**src/design/sorted_priority_queue_assert.svh**
```systemverilog
// Assertion macros used by the queue top level.
`ifndef SORTED_PRIORITY_QUEUE_ASSERT_SVH
`define SORTED_PRIORITY_QUEUE_ASSERT_SVH

// Same-cycle implication, disabled during reset.
`define SPQ_ASSERT_SAME(lbl, clk, rst, ante, cons, msg) \
   lbl: assert property (@(posedge clk) disable iff (rst) (ante) |-> (cons)) else $error(msg);

// Next-cycle implication, disabled during reset.
`define SPQ_ASSERT_NEXT(lbl, clk, rst, ante, cons, msg) \
   lbl: assert property (@(posedge clk) disable iff (rst) (ante) |=> (cons)) else $error(msg);

`endif

```
**src/design/spq_pkg.sv**
```systemverilog
`timescale 1ns / 1ps
package spq_pkg;
   localparam int DEFAULT_QUEUE_DEPTH = 64;
   localparam int VALUE_W             = 16;
   localparam int WEIGHT_W            = 32;
   localparam int COUNT_OUT_W         = 7;

   typedef enum logic [1:0] {
      OP_ENQUEUE  = 2'd0,
      OP_DEQUEUE  = 2'd1,
      OP_DECREASE = 2'd2,
      OP_NOP      = 2'd3
   } op_type;

   typedef enum logic [1:0] {
      ST_OK        = 2'd0,
      ST_EMPTY     = 2'd1,
      ST_FULL      = 2'd2,
      ST_NOT_FOUND = 2'd3
   } status_type;

   typedef enum logic [1:0] {
      S_IDLE,
      S_EXEC,
      S_INSERT,
      S_REPORT
   } ctrl_state_type;

   typedef struct packed {
      logic accept;
      logic exec;
      logic insert;
      logic load_rsp;
   } dp_cmd_type;

   typedef struct packed {
      logic move;
   } dp_sts_type;
endpackage

```
**src/design/spq_ctrl.sv**
```systemverilog
`timescale 1ns / 1ps
module spq_ctrl (
   input  logic                clock,
   input  logic                reset,
   input  logic                req_valid,
   output logic                req_ready,
   output logic                rsp_valid,
   input  logic                rsp_ready,
   output spq_pkg::dp_cmd_type cmd,
   input  spq_pkg::dp_sts_type sts
);
   import spq_pkg::*;

   ctrl_state_type state_ff, state_in;
   logic           rsp_valid_ff, rsp_valid_in;
   logic           rsp_free;

   assign rsp_free = !rsp_valid_ff || rsp_ready;

   always_comb begin
      state_in = state_ff;
      unique case (state_ff)
         S_IDLE:   if (req_valid) state_in = S_EXEC;
         S_EXEC:   state_in = sts.move ? S_INSERT : S_REPORT;
         S_INSERT: state_in = S_REPORT;
         S_REPORT: if (rsp_free) state_in = S_IDLE;
         default:  state_in = S_IDLE;
      endcase
   end

   always_comb begin
      req_ready    = 1'b0;
      cmd          = '0;
      unique case (state_ff)
         S_IDLE: begin
            req_ready  = 1'b1;
            cmd.accept = req_valid;
         end
         S_EXEC:   cmd.exec     = 1'b1;
         S_INSERT: cmd.insert   = 1'b1;
         S_REPORT: cmd.load_rsp = rsp_free;
         default: begin
            req_ready = 1'b0;
         end
      endcase
   end

   always_comb begin
      rsp_valid_in = rsp_valid_ff;
      if (cmd.load_rsp) rsp_valid_in = 1'b1;
      else if (rsp_ready) rsp_valid_in = 1'b0;
   end

   always_ff @(posedge clock) begin
      if (reset) begin
         state_ff     <= S_IDLE;
         rsp_valid_ff <= 1'b0;
      end else begin
         state_ff     <= state_in;
         rsp_valid_ff <= rsp_valid_in;
      end
   end

   assign rsp_valid = rsp_valid_ff;
endmodule

```
**config.mk**
```make
export PLATFORM = sky130hd
export DESIGN_NAME = spq_ctrl
export DESIGN_NICKNAME = d
export VERILOG_FILES = /design/src/design/sorted_priority_queue_assert.svh /design/src/design/spq_pkg.sv /design/src/design/spq_ctrl.sv
export SDC_FILE = /design/constraint.sdc
export NUM_CORES = 1
export LEC_CHECK = 0
export BUFFER_PORTS_ARGS = -buffer_cell sky130_fd_sc_hd__buf_2
export CAP_MARGIN = 5
export CORE_AREA = 4 4 41 43
export CTS_CLUSTER_DIAMETER = 40
export DETAILED_ROUTE_END_ITERATION = 7
export DIE_AREA = 0 0 45 47
export SLEW_MARGIN = 20
export SYNTH_ARGS = -nofsm -noshare
export SYNTH_HDL_FRONTEND = slang
export SYNTH_SLANG_ARGS = --single-unit
```
**constraint.sdc**
```tcl
create_clock -name clock -period 1.5 [get_ports clock]
set_input_delay 0.3 -clock clock [delete_from_list [all_inputs] [get_ports clock]]
set_output_delay 0.3 -clock clock [all_outputs]
set_load 0.005 [all_outputs]
```
==> metrics <==
HPWL after DPL=371 microns; Initial Utilization=0.176; detailed-route wire length per cell=8.46 microns; Antenna Cells=0; Max Transition Viols Final=0; area grow syn2layout=40.4%; Initial DRC Count=3; Crit Reg-Reg Endpoint=state_ff[0]; 1st-pass router iterations=3; die area=0.00212 sq mm; WL final=457 microns; worst hold slack=0.273 ns; CTS tree=yes; switching fraction of total power=0.333; worst slack, placed=0.168 ns; critical path class=register to primary output; Clock Power Share=0.297; Routed Antenna Nets=0; H-Tree Level Count=1; Worst Skew=0.00159 ns; maximum VDD drop=0.604 mV; clock buffer depth=2; FF+latch count, synth=3; crit-path max cell delay=0.36 ns; first-pass GRT wire length=765 microns; WP buf/inv=2; reg-to-reg slack, setup=0.24 ns; Worst Setup End Kind=primary output; period utilization=0.939; Yosys cell types=15; Gate power share=0.427; fin crit period=1.41 ns; share of cells above drive strength 1=0.436; IO Pins=11; fin nets=49; GRT overflow=0; CP top delay family=flip-flops; syn_nets=35; CP required=1.20 ns; maximum clock frequency=710 MHz; Hold-fix buffers, CTS=0; TritonCTS buffer count=3; reg-to-reg startpoint=state_ff[0]; Placer Congestion=0.655; power density cells=1480 mW/mm^2; core area=0.00130 sq mm; Worst Max-Slew Pin Slew=0.284 ns; Final Power=0.475 mW; worst hold start=reset; critical path launch point type=register; Die X=45 microns; max_slew headroom=0.808; worst-case reg-to-reg path depth=4; Min-Delay Endpoint=state_ff[0]; crit-path max FO=5; Clock transition at path regs=0.04 ns; Sw Pwr=0.158 mW; Hold Crit Depth=2; final setup fails=0; Mapped Area=229 sq um; setup total negative slack=0 ns; crit path DAT=1.11 ns; Slowest-stage cell, CP=dfxtp_2; Hold Crit Class=primary input to register; clk_lat worst skew=0.23 ns; syn_area_per_cell=8.81 sq um; initial antenna violation count=0; number of global-route vias before repair=193; Port Buffers=10; clk sinks=3; largest net degree at the start of global routing=6; Yosys warning count=0; Max-Cap Viols=0; row count=13; via count=206; vias per inst=3.81; DRC errors left=0; status=complete, no violations; internal power=0.317 mW; cells after synthesis=26; Flop pwr share=0.277; CTS root buf=clkbuf_4; worst-path cell chain=inv_1, ha_2, and2_1, buf_2; sequential fraction of the synthesis area=0.262; RSZ-0062 raised after global routing=false; Final Util=0.247; die height=47 microns; final hold vios=0; Final WS setup=0.0919 ns; Leak=0.162 nW; Tot GR Track Use=0.0561
==> worst max path at each step <==
stage / startpoint / to / slack [ns] / depth (start not counted)
final: state_ff[1] / cmd[3] / 0.09 / 4
after global routing: state_ff[1] / cmd[3] / 0.009 / 4
after CTS: state_ff[0] / cmd[3] / 0.02 / 4
after detailed placement: state_ff[0] / state_ff[0] / 0.17 / 5
after global placement: state_ff[1] / state_ff[0] / 0.18 / 5
after floorplan: state_ff[0] / state_ff[0] / 0.24 / 5
==> Yosys cell counts, drive strengths merged <==
library cell,number,share of area
o21ai,1,0.022
o41ai,1,0.038
ha,4,0.22
and3b,1,0.055
inv,4,0.066
nor2b,3,0.082
dfxtp,3,0.26
nor2,1,0.016
o31ai,1,0.033
and2,1,0.027
or3,1,0.027
a21oi,2,0.044
mux2i,1,0.044
buf,1,0.033
a21boi,1,0.033
==> timing repair <==
action | in CTS | in global routing
endpoints found under the hold margin | 0 | 0
setup endpoints to repair | 1 | 1
setup buffers | 0 | 0
resized for setup | 2 | 1
==> flip-flops by register name, indices dropped and copies added (netlist names) <==
name       flops
state_ff       2
rsp_valid      1
==> cells by family (layout without fill, tap and decap cells) <==
kind of cell	count (synthesis)	in the layout	share of synthesized area
AND/OR/NAND/NOR	7	7	0.208
AO/OA/AOI/OAI	6	6	0.169
buffers and inverters	5	18	0.0984
adder cells (fa/ha/maj)	4	4	0.219
flip-flops	3	3	0.262
multiplexers	1	1	0.0437
==> worst reg2reg max path, delay by kind of cell, from the launching register on <==
family          cells  cell delay (ns)
fa+ha+maj           1             0.22
flops               1             0.33
simple gates        2             0.54
compound gates      1             0.11
==> power groups by stage <==
stage,registers [mW],clock network [mW],logic [mW]
global placement,0.128,0,0.202
floorplan,0.122,0,0.140
CTS,0.133,0.150,0.203
finish,0.132,0.141,0.203
global route,0.138,0.161,0.230
detailed placement,0.130,0,0.202
==> layout make-up <==
class,count,area [sq um]
Clock buffer,4,26.3
Fill cell,160,980
Inverter,4,15.0
Multi-Input combinational cell,18,149
Sequential cell,3,62.6
Tap cell,15,18.8
Timing Repair Buffer,10,50.0
==> metrics by stage <==
step                      cell area (sq um)  instances
after global placement                  290         50
after global routing                    322         54
after detailed placement                290         50
after CTS                               319         54
after floorplan                         229         26
final                                   322         54
==> layer usage <==
layer	routed length [microns]	track usage
met3	72	0.0690
met2	152	0.0678
met1	233	0.0659
met5	0	0
met4	0	0
==> layout by cell type (no fill, tap or decap) <==
cell type	instances
o31ai_1	1
a21boi_0	1
clkbuf_4	3
dfxtp_1	1
nor2_1	1
a21oi_1	2
and3b_4	1
or3_1	1
nor2b_1	3
ha_2	1
and2_1	1
dfxtp_2	2
clkbuf_1	1
o41ai_1	1
mux2i_1	1
o21ai_0	1
inv_1	4
ha_1	3
buf_2	10
Note: power is estimated with default switching activity, not from simulation.
